<file path="config.mk">
export PLATFORM = sky130hd
export DESIGN_NAME = autokey_cipher_encrypt_top
export DESIGN_NICKNAME = d
export VERILOG_FILES = /design/src/rtl/akc_pkg.sv /design/src/rtl/akc_regs.sv /design/src/rtl/akc_front.sv /design/src/rtl/akc_back.sv /design/src/rtl/autokey_cipher_encrypt_top.sv
export SDC_FILE = /design/constraint.sdc
export NUM_CORES = 1
export LEC_CHECK = 0
export ABC_AREA = 1
export BUFFER_PORTS_ARGS = -buffer_cell sky130_fd_sc_hd__buf_2
export CAP_MARGIN = 0
export CORE_MARGIN = 4
export CORE_UTILIZATION = 30
export CTS_BUF_LIST = sky130_fd_sc_hd__clkbuf_4
export DETAILED_ROUTE_END_ITERATION = 16
export SYNTH_ARGS = -nofsm -noshare
export SYNTH_HDL_FRONTEND = slang
export SYNTH_HIERARCHICAL = 1
export SYNTH_SLANG_ARGS = --single-unit
</file>
<file path="constraint.sdc">
create_clock -name clk_i -period 7.1 [get_ports clk_i]
set_input_delay 1.42 -clock clk_i [delete_from_list [all_inputs] [get_ports clk_i]]
set_output_delay 1.42 -clock clk_i [all_outputs]
set_load 0.02 [all_outputs]
</file>
<file path="src/rtl/akc_pkg.sv">
package akc_pkg;

  localparam int unsigned KeyMax   = 12;
  localparam int unsigned SlotW    = 5;
  localparam int unsigned PosW     = $clog2(KeyMax);
  localparam int unsigned KeyW     = SlotW * KeyMax;
  localparam int unsigned LenW     = 4;
  localparam int unsigned ByteW    = 8;
  localparam int unsigned AddrW    = 4;
  localparam int unsigned DataW    = 64;
  localparam int unsigned QueueDepth = 2;
  localparam int unsigned QPtrW    = $clog2(QueueDepth);
  localparam int unsigned QCntW    = $clog2(QueueDepth + 1);

  localparam logic [ByteW-1:0] CharA   = 8'h41;
  localparam logic [ByteW-1:0] CharZ   = 8'h5A;
  localparam logic [SlotW:0]   Modulus = 6'd26;

  // Register index, taken from address bit 3 (registers are 8 bytes apart).
  localparam logic RegKeyLetters = 1'b0;
  localparam logic RegKeyLength  = 1'b1;

  localparam logic [LenW-1:0] KeyLenReset = LenW'(1);

  // One classified request on its way from the front to the back.
  typedef struct packed {
    logic [ByteW-1:0] data;
    logic             is_letter;
    logic             start;
  } akc_item_t;

  typedef struct packed {
    logic [KeyW-1:0] key_letters;
    logic [LenW-1:0] key_length;
  } akc_cfg_t;

endpackage

</file>
<file path="src/rtl/akc_regs.sv">
module akc_regs (
  input  logic                      clk_i,
  input  logic                      rst_ni,
  input  logic                      psel,
  input  logic                      penable,
  input  logic                      pwrite,
  input  logic [akc_pkg::AddrW-1:0] paddr,
  input  logic [akc_pkg::DataW-1:0] pwdata,
  output logic [akc_pkg::DataW-1:0] prdata,
  output logic                      pready,
  output akc_pkg::akc_cfg_t         cfg_o
);

  logic [akc_pkg::KeyW-1:0] key_letters_q, key_letters_d;
  logic [akc_pkg::LenW-1:0] key_length_q, key_length_d;
  logic                     wr_en;

  assign pready = 1'b1;
  assign wr_en  = psel & penable & pwrite;

  always_comb begin
    key_letters_d = key_letters_q;
    key_length_d  = key_length_q;
    if (wr_en) begin
      case (paddr[3])
        akc_pkg::RegKeyLetters: key_letters_d = pwdata[akc_pkg::KeyW-1:0];
        akc_pkg::RegKeyLength:  key_length_d  = pwdata[akc_pkg::LenW-1:0];
        default: ;
      endcase
    end
  end

  always_comb begin
    case (paddr[3])
      akc_pkg::RegKeyLetters: prdata = akc_pkg::DataW'(key_letters_q);
      akc_pkg::RegKeyLength:  prdata = akc_pkg::DataW'(key_length_q);
      default:                prdata = '0;
    endcase
  end

  always_ff @(posedge clk_i or negedge rst_ni) begin
    if (!rst_ni) begin
      key_letters_q <= '0;
      key_length_q  <= akc_pkg::KeyLenReset;
    end else begin
      key_letters_q <= key_letters_d;
      key_length_q  <= key_length_d;
    end
  end

  assign cfg_o.key_letters = key_letters_q;
  assign cfg_o.key_length  = key_length_q;

endmodule

</file>
<file path="src/rtl/akc_front.sv">
module akc_front (
  input  logic                      clk_i,
  input  logic                      rst_ni,
  input  logic                      in_valid_i,
  output logic                      in_ready_o,
  input  logic [akc_pkg::ByteW-1:0] in_byte_i,
  input  logic                      in_start_i,
  output logic                      q_valid_o,
  input  logic                      q_pop_i,
  output akc_pkg::akc_item_t        q_item_o
);

  akc_pkg::akc_item_t             entry_q [akc_pkg::QueueDepth];
  akc_pkg::akc_item_t             item;
  logic [akc_pkg::QPtrW-1:0]      wr_ptr_q, wr_ptr_d, rd_ptr_q, rd_ptr_d;
  logic [akc_pkg::QCntW-1:0]      count_q, count_d;
  logic                           push, pop;

  // Classify the byte as it comes in, so the back only looks at one flag.
  always_comb begin
    item.data      = in_byte_i;
    item.is_letter = (in_byte_i >= akc_pkg::CharA) && (in_byte_i <= akc_pkg::CharZ);
    item.start     = in_start_i;
  end

  assign in_ready_o = (count_q != akc_pkg::QCntW'(akc_pkg::QueueDepth));
  assign q_valid_o  = (count_q != '0);
  assign q_item_o   = entry_q[rd_ptr_q];
  assign push       = in_valid_i & in_ready_o;
  assign pop        = q_pop_i & q_valid_o;

  always_comb begin
    wr_ptr_d = wr_ptr_q;
    rd_ptr_d = rd_ptr_q;
    count_d  = count_q;
    if (push) begin
      wr_ptr_d = (wr_ptr_q == akc_pkg::QPtrW'(akc_pkg::QueueDepth - 1)) ? '0
                                                                        : wr_ptr_q + 1'b1;
    end
    if (pop) begin
      rd_ptr_d = (rd_ptr_q == akc_pkg::QPtrW'(akc_pkg::QueueDepth - 1)) ? '0
                                                                        : rd_ptr_q + 1'b1;
    end
    case ({push, pop})
      2'b10:   count_d = count_q + 1'b1;
      2'b01:   count_d = count_q - 1'b1;
      default: count_d = count_q;
    endcase
  end

  always_ff @(posedge clk_i) begin
    if (push) begin
      entry_q[wr_ptr_q] <= item;
    end
  end

  always_ff @(posedge clk_i or negedge rst_ni) begin
    if (!rst_ni) begin
      wr_ptr_q <= '0;
      rd_ptr_q <= '0;
      count_q  <= '0;
    end else begin
      wr_ptr_q <= wr_ptr_d;
      rd_ptr_q <= rd_ptr_d;
      count_q  <= count_d;
    end
  end

endmodule

</file>
<file path="src/rtl/akc_back.sv">
module akc_back (
  input  logic                      clk_i,
  input  logic                      rst_ni,
  input  akc_pkg::akc_cfg_t         cfg_i,
  input  logic                      q_valid_i,
  output logic                      q_pop_o,
  input  akc_pkg::akc_item_t        q_item_i,
  output logic                      out_valid_o,
  input  logic                      out_ready_i,
  output logic [akc_pkg::ByteW-1:0] out_byte_o,
  output logic                      out_letter_o
);

  logic [akc_pkg::SlotW-1:0] ring_q [akc_pkg::KeyMax];
  logic [akc_pkg::PosW-1:0]  pos_q, pos_d;
  logic                      primed_q;
  logic                      out_valid_q, out_valid_d;
  logic [akc_pkg::ByteW-1:0] out_byte_q, out_byte_d;
  logic                      out_letter_q;

  logic                      fire, reload;
  logic [akc_pkg::LenW-1:0]  len;
  logic [akc_pkg::PosW-1:0]  pos_raw, pos_eff, pos_inc;
  logic [akc_pkg::SlotW-1:0] p, k;
  logic [akc_pkg::SlotW:0]   sum, sum1, sum2;

  assign fire    = q_valid_i & (~out_valid_q | out_ready_i);
  assign q_pop_o = fire;

  // A zero length counts as one, anything beyond the ring as the full ring.
  always_comb begin
    if (cfg_i.key_length == '0) begin
      len = akc_pkg::LenW'(1);
    end else if (cfg_i.key_length > akc_pkg::LenW'(akc_pkg::KeyMax)) begin
      len = akc_pkg::LenW'(akc_pkg::KeyMax);
    end else begin
      len = cfg_i.key_length;
    end
  end

  always_comb begin
    reload  = q_item_i.start | ~primed_q;
    pos_raw = reload ? '0 : pos_q;
    pos_eff = (akc_pkg::LenW'(pos_raw) >= len) ? '0 : pos_raw;
    pos_inc = pos_eff + 1'b1;
    p       = akc_pkg::SlotW'(q_item_i.data - akc_pkg::CharA);
    k       = reload ? cfg_i.key_letters[akc_pkg::SlotW-1:0] : ring_q[pos_eff];
    // For a letter the sum is at most 56, so two conditional subtractions reduce it mod 26.
    sum     = {1'b0, p} + {1'b0, k};
    sum1    = (sum >= akc_pkg::Modulus) ? sum - akc_pkg::Modulus : sum;
    sum2    = (sum1 >= akc_pkg::Modulus) ? sum1 - akc_pkg::Modulus : sum1;
  end

  always_comb begin
    out_byte_d = q_item_i.is_letter ? akc_pkg::CharA + akc_pkg::ByteW'(sum2)
                                    : q_item_i.data;
    if (!q_item_i.is_letter) begin
      pos_d = pos_eff;
    end else if (akc_pkg::LenW'(pos_inc) == len) begin
      pos_d = '0;
    end else begin
      pos_d = pos_inc;
    end
    if (fire) begin
      out_valid_d = 1'b1;
    end else if (out_ready_i) begin
      out_valid_d = 1'b0;
    end else begin
      out_valid_d = out_valid_q;
    end
  end

  // The plaintext letter takes the place of the key letter it used.
  always_ff @(posedge clk_i) begin
    if (fire) begin
      for (int unsigned i = 0; i < akc_pkg::KeyMax; i++) begin
        if (q_item_i.is_letter && (pos_eff == akc_pkg::PosW'(i))) begin
          ring_q[i] <= p;
        end else if (reload) begin
          ring_q[i] <= cfg_i.key_letters[akc_pkg::SlotW*i +: akc_pkg::SlotW];
        end
      end
      out_byte_q   <= out_byte_d;
      out_letter_q <= q_item_i.is_letter;
    end
  end

  always_ff @(posedge clk_i or negedge rst_ni) begin
    if (!rst_ni) begin
      pos_q       <= '0;
      primed_q    <= 1'b0;
      out_valid_q <= 1'b0;
    end else begin
      out_valid_q <= out_valid_d;
      if (fire) begin
        pos_q    <= pos_d;
        primed_q <= 1'b1;
      end
    end
  end

  assign out_valid_o  = out_valid_q;
  assign out_byte_o   = out_byte_q;
  assign out_letter_o = out_letter_q;

endmodule

</file>
<file path="src/rtl/autokey_cipher_encrypt_top.sv">
// Autokey cipher encryptor. One byte is taken per clock cycle while the output is not
// stalled, one result per byte, via a two-entry queue after the classifying front and the
// output register; a full queue drops s_axis_tready. Uppercase letters are enciphered with
// the current keystream letter and then replace it in the key ring; every other byte passes
// unchanged with tuser low. A request with tuser set, or the first one after reset, reloads
// the ring from the key register. The key and its length are to be written by the user
// over the APB port only while no request is in flight; the block does not enforce this.
module autokey_cipher_encrypt_top (
  input  logic                      clk_i,
  input  logic                      rst_ni,
  input  logic                      psel,
  input  logic                      penable,
  input  logic                      pwrite,
  input  logic [akc_pkg::AddrW-1:0] paddr,
  input  logic [akc_pkg::DataW-1:0] pwdata,
  output logic [akc_pkg::DataW-1:0] prdata,
  output logic                      pready,
  input  logic                      s_axis_tvalid,
  output logic                      s_axis_tready,
  input  logic [7:0]                s_axis_tdata,   // [7:0] plain_byte
  input  logic                      s_axis_tuser,   // [0] start_of_message
  output logic                      m_axis_tvalid,
  input  logic                      m_axis_tready,
  output logic [7:0]                m_axis_tdata,   // [7:0] cipher_byte
  output logic                      m_axis_tuser    // [0] was_letter
);

  akc_pkg::akc_cfg_t  cfg;
  akc_pkg::akc_item_t q_item;
  logic               q_valid, q_pop;

  akc_regs u_regs (
    .clk_i   (clk_i),
    .rst_ni  (rst_ni),
    .psel    (psel),
    .penable (penable),
    .pwrite  (pwrite),
    .paddr   (paddr),
    .pwdata  (pwdata),
    .prdata  (prdata),
    .pready  (pready),
    .cfg_o   (cfg)
  );

  akc_front u_front (
    .clk_i      (clk_i),
    .rst_ni     (rst_ni),
    .in_valid_i (s_axis_tvalid),
    .in_ready_o (s_axis_tready),
    .in_byte_i  (s_axis_tdata),
    .in_start_i (s_axis_tuser),
    .q_valid_o  (q_valid),
    .q_pop_i    (q_pop),
    .q_item_o   (q_item)
  );

  akc_back u_back (
    .clk_i        (clk_i),
    .rst_ni       (rst_ni),
    .cfg_i        (cfg),
    .q_valid_i    (q_valid),
    .q_pop_o      (q_pop),
    .q_item_i     (q_item),
    .out_valid_o  (m_axis_tvalid),
    .out_ready_i  (m_axis_tready),
    .out_byte_o   (m_axis_tdata),
    .out_letter_o (m_axis_tuser)
  );

`ifndef SYNTHESIS
  // An enciphered byte is always an uppercase letter.
  a_letter_range: assert property (@(posedge clk_i) disable iff (!rst_ni)
    (m_axis_tvalid && m_axis_tuser) |->
      (m_axis_tdata >= akc_pkg::CharA && m_axis_tdata <= akc_pkg::CharZ))
    else $error("enciphered byte outside A to Z");

  // A byte passed through unchanged can never be an uppercase letter.
  a_passthrough: assert property (@(posedge clk_i) disable iff (!rst_ni)
    (m_axis_tvalid && !m_axis_tuser) |->
      (m_axis_tdata < akc_pkg::CharA || m_axis_tdata > akc_pkg::CharZ))
    else $error("uppercase letter passed through without enciphering");

  // The queue is drained whenever the output register can take a result.
  a_drain: assert property (@(posedge clk_i) disable iff (!rst_ni)
    (q_valid && !m_axis_tvalid) |-> q_pop)
    else $error("queued request held while output register empty");
`endif

endmodule

</file>
# After elaboration in Yosys (flattened, before gate mapping)
# Memory sizes are Yosys's and may differ from the RTL's.
# Cells that the tools add are included.
dict set report totals {
  output_inout_bits 76
  ff_bits 83
  memories 2
  ram_bits 80
}
dict set report classes {
  mux 103
  eq_ne 15
  add_sub_neg 10
  n_bitwise 22
  order_cmp 6
  reduce_logical 20
}
# name depth width read_ports rd_ports_with_merged_regs write_ports line
set memory_table {}
lappend memory_table {u_back.ring_q 12 5 1 0 12 akc_back.sv:14} ;# logic [akc_pkg::SlotW-1:0] ring_q [akc_pkg::KeyMax];
lappend memory_table {u_front.entry_q 2 10 1 0 1 akc_front.sv:13} ;# akc_pkg::akc_item_t entry_q [akc_pkg::QueueDepth];
# operator n
set ops {}
lappend ops {{$pmux 64 s2} 1}
lappend ops {{$mux 1} 79}
lappend ops {{$mux 5} 13}
lappend ops {{$mux 4} 6}
lappend ops {{$eq 4x3->1 const B} 4}
lappend ops {{$eq 4x4->1 const B} 4}
lappend ops {{$or 1x1->1} 14}
lappend ops {{$logic_and 1x1->1} 13}
lappend ops {{$ge 6x5->1 const B} 2}
lappend ops {{$mux 6} 2}
lappend ops {{$sub 6x5->6 const B} 2}
lappend ops {{$add 7x6->8 const A} 1}
lappend ops {{$eq 4x2->1 const B} 2}
lappend ops {{$ge 8x7->1 const B} 1}
lappend ops {{$le 8x7->1 const B} 1}
lappend ops {{$logic_not 4->1} 2}
lappend ops {{$mux 8} 1}
lappend ops {{$add 5x5->6} 1}
lappend ops {{$reduce_bool 2->1} 3}
lappend ops {{$and 1x1->1} 5}
lappend ops {{$sub 5x1->5 const B} 1}
lappend ops {{$add 4x1->4 const B} 1}
lappend ops {{$eq 4x1->1 const B} 1}
lappend ops {{$eq 4x4->1} 1}
lappend ops {{other kinds (11)} 15}

# Depth between registers and ports, before layout
# An unclocked memory read counts as a cell.
dict set report depth {
  ltp_word 14
  mapped_depth 43
  depth_no_buf 42
}

# By module
# The synthesis kept the hierarchy.
# module n_inst seq_area_each_um2 area_each_um2 cells_per_inst
set by_module_without_submodules {}
lappend by_module_without_submodules {akc_back 1 2222.1 4805.9 560}
lappend by_module_without_submodules {akc_regs 1 1602.8 3121.7 419}
lappend by_module_without_submodules {akc_front 1 700.7 1034.7 97}

# Worst setup path before layout
# OpenSTA, ideal clock, no wires.
dict set report synth_path {
  kind {register -> register}
  start {reg u_front.rd_ptr_q}
  end {reg u_back.out_byte_q (netlist bit u_back/out_byte_o[4]) (data pin)}
  path_buffers 3
  setup_slack_ps 1957
  stages_incl_launch_ff 43
  t_required_ps 6847
  synth_period_minus_slack_ps 5143
  setup_ps 253
  arrival_ps 4890
  cell_sequence {dfrtp_1 > inv_2 > buf_2 > nand2_1 > nand2_1 > nor2_4 > inv_1 > nor2_1 > ha_1 > inv_1 > o21bai_1 > nand3_1 > nand3_1 > inv_1 > nand2_1 > buf_2 > buf_1 > o221ai_1 > [7 not listed] > ha_1 > nand2_1 > nor2_4 > nand2_4 > nand3_4 > nand2_1 > nand2_4 > nand2_4 > nand2_4 > nand2_4 > nand2_2 > and2_1 > ha_1 > inv_1 > nor2_1 > nand3b_1 > nand3_1 > nand2_1}
}
# item line
set synth_rtl {}
lappend synth_rtl {{start, declared} akc_front.sv:15} ;# logic [akc_pkg::QPtrW-1:0] wr_ptr_q, wr_ptr_d, rd_ptr_q, rd_ptr_d;
lappend synth_rtl {{start signal, assigned} akc_front.sv:64} ;# rd_ptr_q <= rd_ptr_d;
lappend synth_rtl {{end signal, assigned} akc_back.sv:83} ;# out_byte_q <= out_byte_d;
lappend synth_rtl {{end, declared} akc_back.sv:18} ;# logic [akc_pkg::ByteW-1:0] out_byte_q, out_byte_d;

==> impl_results.md <==
- Seq/Total Area, Yosys: 0.505
- CP dominant cell by count: nand2_1
- Levels on crit path: 40
- Combinational family with the most area after synthesis: simple AND/OR/NAND/NOR gates
- IO buf count: 147
- Antenna viol nets, final: 0
- Storage element area: 0.00453 mm²
- Vias in the first global route: 7376
- Least-Margin Pin Slew: 1150 ps
- Final Hold Viols: 0
- Max Freq: 166 MHz
- Fin util: 0.346
- Adder-Cell Fraction of Synth Area: 0.0288
- Simple-Gate Fraction of Synth Area: 0.300
- Hold Path Class: reg2reg
- Total negative slack: 0 ps
- Max-cap viol count: 0
- Multi-input logic area: 0.00371 mm²
- CTS root buf: clkbuf_4
- Crit Path Max Fanout: 20
- Post-CTS repair timing setup buffer count: 0
- Placer Congestion: 0.825
- Routed via count: 7371
- CP arrival: 6340 ps
- Nets: 1309
- Avg Inst Size Synth: 8.33 µm²
- Chip height: 181 µm
- Die width: 181 µm
- Post-route DRC violation count: 0
- Hpwl dp: 16700 µm
- Critical path class: reg2reg
- Unique masters post-synth: 47
- CTS tree: done
- Critical Path RT: 7430 ps
- Mux share of post-synthesis cell area: 0.0113
- Top FF cell, synth: edfxtp_1
- Clock latency on the worst-skew pair: 570 ps
- Min-Delay Path Depth: 2
- Die ar.: 0.0327 mm²
- Clock Skew: 23.2 ps
- Crit path max-delay family: simple AND/OR/NAND/NOR gates
- RSZ-0062 raised after global routing: false
- Avg WL per Cell: 14.1 µm
- Yosys warns: 6
- Fraction of layout cells with a size suffix above 1: 0.204
- Slew Viols, Final: 0
- P&R area growth vs syn: 14.3%
- Remaining global-route overflow: 0
- Count of final setup violators: 0
- Initial Utilization: 0.303
- DRT Pass-1 Iters: 5
- Startpoint types: flop
- Tmin final: 6010 ps
- Status: finished, final reports clean
- Worst r2r path cells: 40
- Core Region: 0.0296 mm²
- Antenna violations before repair: 1
- CTS HTree Levels: 4
- Number of synthesized register bits: 163
- CTS buffer count: 17
- Num Clock Sinks: 163
- GRT Overall Usage: 0.139
- Final instance area: 0.0102 mm²
- Cts repair resizes: 0
- Global-route wire length before repair: 37100 µm
- Crit-path max cell delay: 430 ps
- Ys async rst share: 0.454
- Worst-path clk slew: 130 ps
- Starting DRC count in detailed routing: 426
- Buf/Inv on CP: 6
- Cells after synthesis: 1076
- Fillers: 3133
- Relative slew margins: 0.234
- CTS Buffer Depth: 2
- EDFF count, synth: 89
- Slowest cell on the critical path: fa_1
- Top Ports: 160
- Hold Slack: 488 ps
- Post-synthesis compound-gate area fraction: 0.0621
- Xor/xnor share of the synthesized area: 0.00977
- Via density per instance: 4.58
- Row cnt: 63
- Mapped Area: 0.00896 mm²
- DP Area: 0.0100 mm²
- Tcrit/Tclk final: 0.847
- Hold_buf cts: 0
- Post-Route WL: 22800 µm
- Critical Path End Type: flop
- Largest net degree at the start of global routing: 67
## registers in the layout, summed over array words and instances (netlist names), 2 cells and up
name	flops
u_back/out_byte_o	8
u_back/pos_q	4
u_back/ring_q	60
u_front/count_q	2
u_front/entry_q	20
u_regs/key_length_q	4
u_regs/key_letters_q	60
## logic make-up after synthesis
group	count (synthesis)
DFF	163
other	2
buffers and inverters	169
and+or+nand+nor	614
muxes	9
adders and majority gates	20
xor gates and xnor gates	10
AOI/OAI and AO/OA	89
## metal layers
metal / up-vias / global-route usage / share of wire
li1: 3717 / - / -
met1: 3444 / 0.177 / 0.44
met2: 185 / 0.243 / 0.50
met3: 25 / 0.0258 / 0.041
met4: 0 / 0.0408 / 0.017
met5: - / 0 / 0
## worst min-delay path, stage by stage (launching register included)
cell and delay [ps]:
dfrtp_1 360, inv_2 50, nand2_1 60
## cell usage after synthesis, drive strengths merged, types with 4 or more instances
cell	count	area [µm²]
a21oi	35	175
a22oi	8	60.1
a32o	10	100
buf	34	219
clkbuf	17	73.8
dfrtp	73	1830
edfxtp	89	2670
ha	19	238
inv	115	434
mux2	9	101
nand2	405	1640
nand3	96	526
nand4	4	25.0
nor2	99	433
o211ai	4	30.0
o21ai	22	114
o31ai	4	30.0
xnor2	5	43.8
xor2	5	43.8
## cell type report
class,count,area share
well taps,390,0.0476
flip-flops and latches,163,0.442
clock inverters,14,0.00941
clock buffers,18,0.0132
repair buffers,158,0.0814
inverters,118,0.0436
multi-input cells,747,0.362
diodes,2,0.000489
## layout by cell type, fill, tap and decap left out, types with 4 or more instances in the layout
cell type,n
nand3_1,90
clkbuf_4,18
clkinv_1,10
buf_4,11
nor2_4,5
o31ai_1,4
o21ai_0,20
a32o_1,10
mux2_2,9
conb_1,5
inv_2,9
nor2_1,89
ha_1,19
buf_2,146
edfxtp_1,89
dfrtp_1,73
o211ai_1,4
nand4_1,4
a21oi_1,35
nor2_2,4
nand3_2,4
xnor2_1,5
nand2_1,379
a22oi_1,8
inv_1,105
nand2_4,11
nand2_2,15
xor2_1,5
## metrics by stage
stage               instances  setup WS (ps)
floorplan                1079           1960
global placement         1576           1220
detailed placement       1576           1080
CTS                      1608           1070
global route             1610            495
finish                   1610           1090
## worst paths after layout
check | to | slack (ps) | start
max in group asynchronous | u_regs/key_letters_q[8] | 5320 | rst_ni
hold / removal | u_back/primed_q | 490 | u_back/primed_q
hold reg to reg | u_back/primed_q | 490 | u_back/primed_q
setup reg to reg | u_back/out_byte_o[4] | 1090 | u_front/rd_ptr_q
setup / recovery | u_back/out_byte_o[4] | 1090 | u_front/rd_ptr_q
min in group asynchronous | u_regs/key_letters_q[27] | 680 | rst_ni
Power is left out: the tool's default activity adds up to more than one toggle a clock period on the data nets, which glitch-free logic cannot reach.
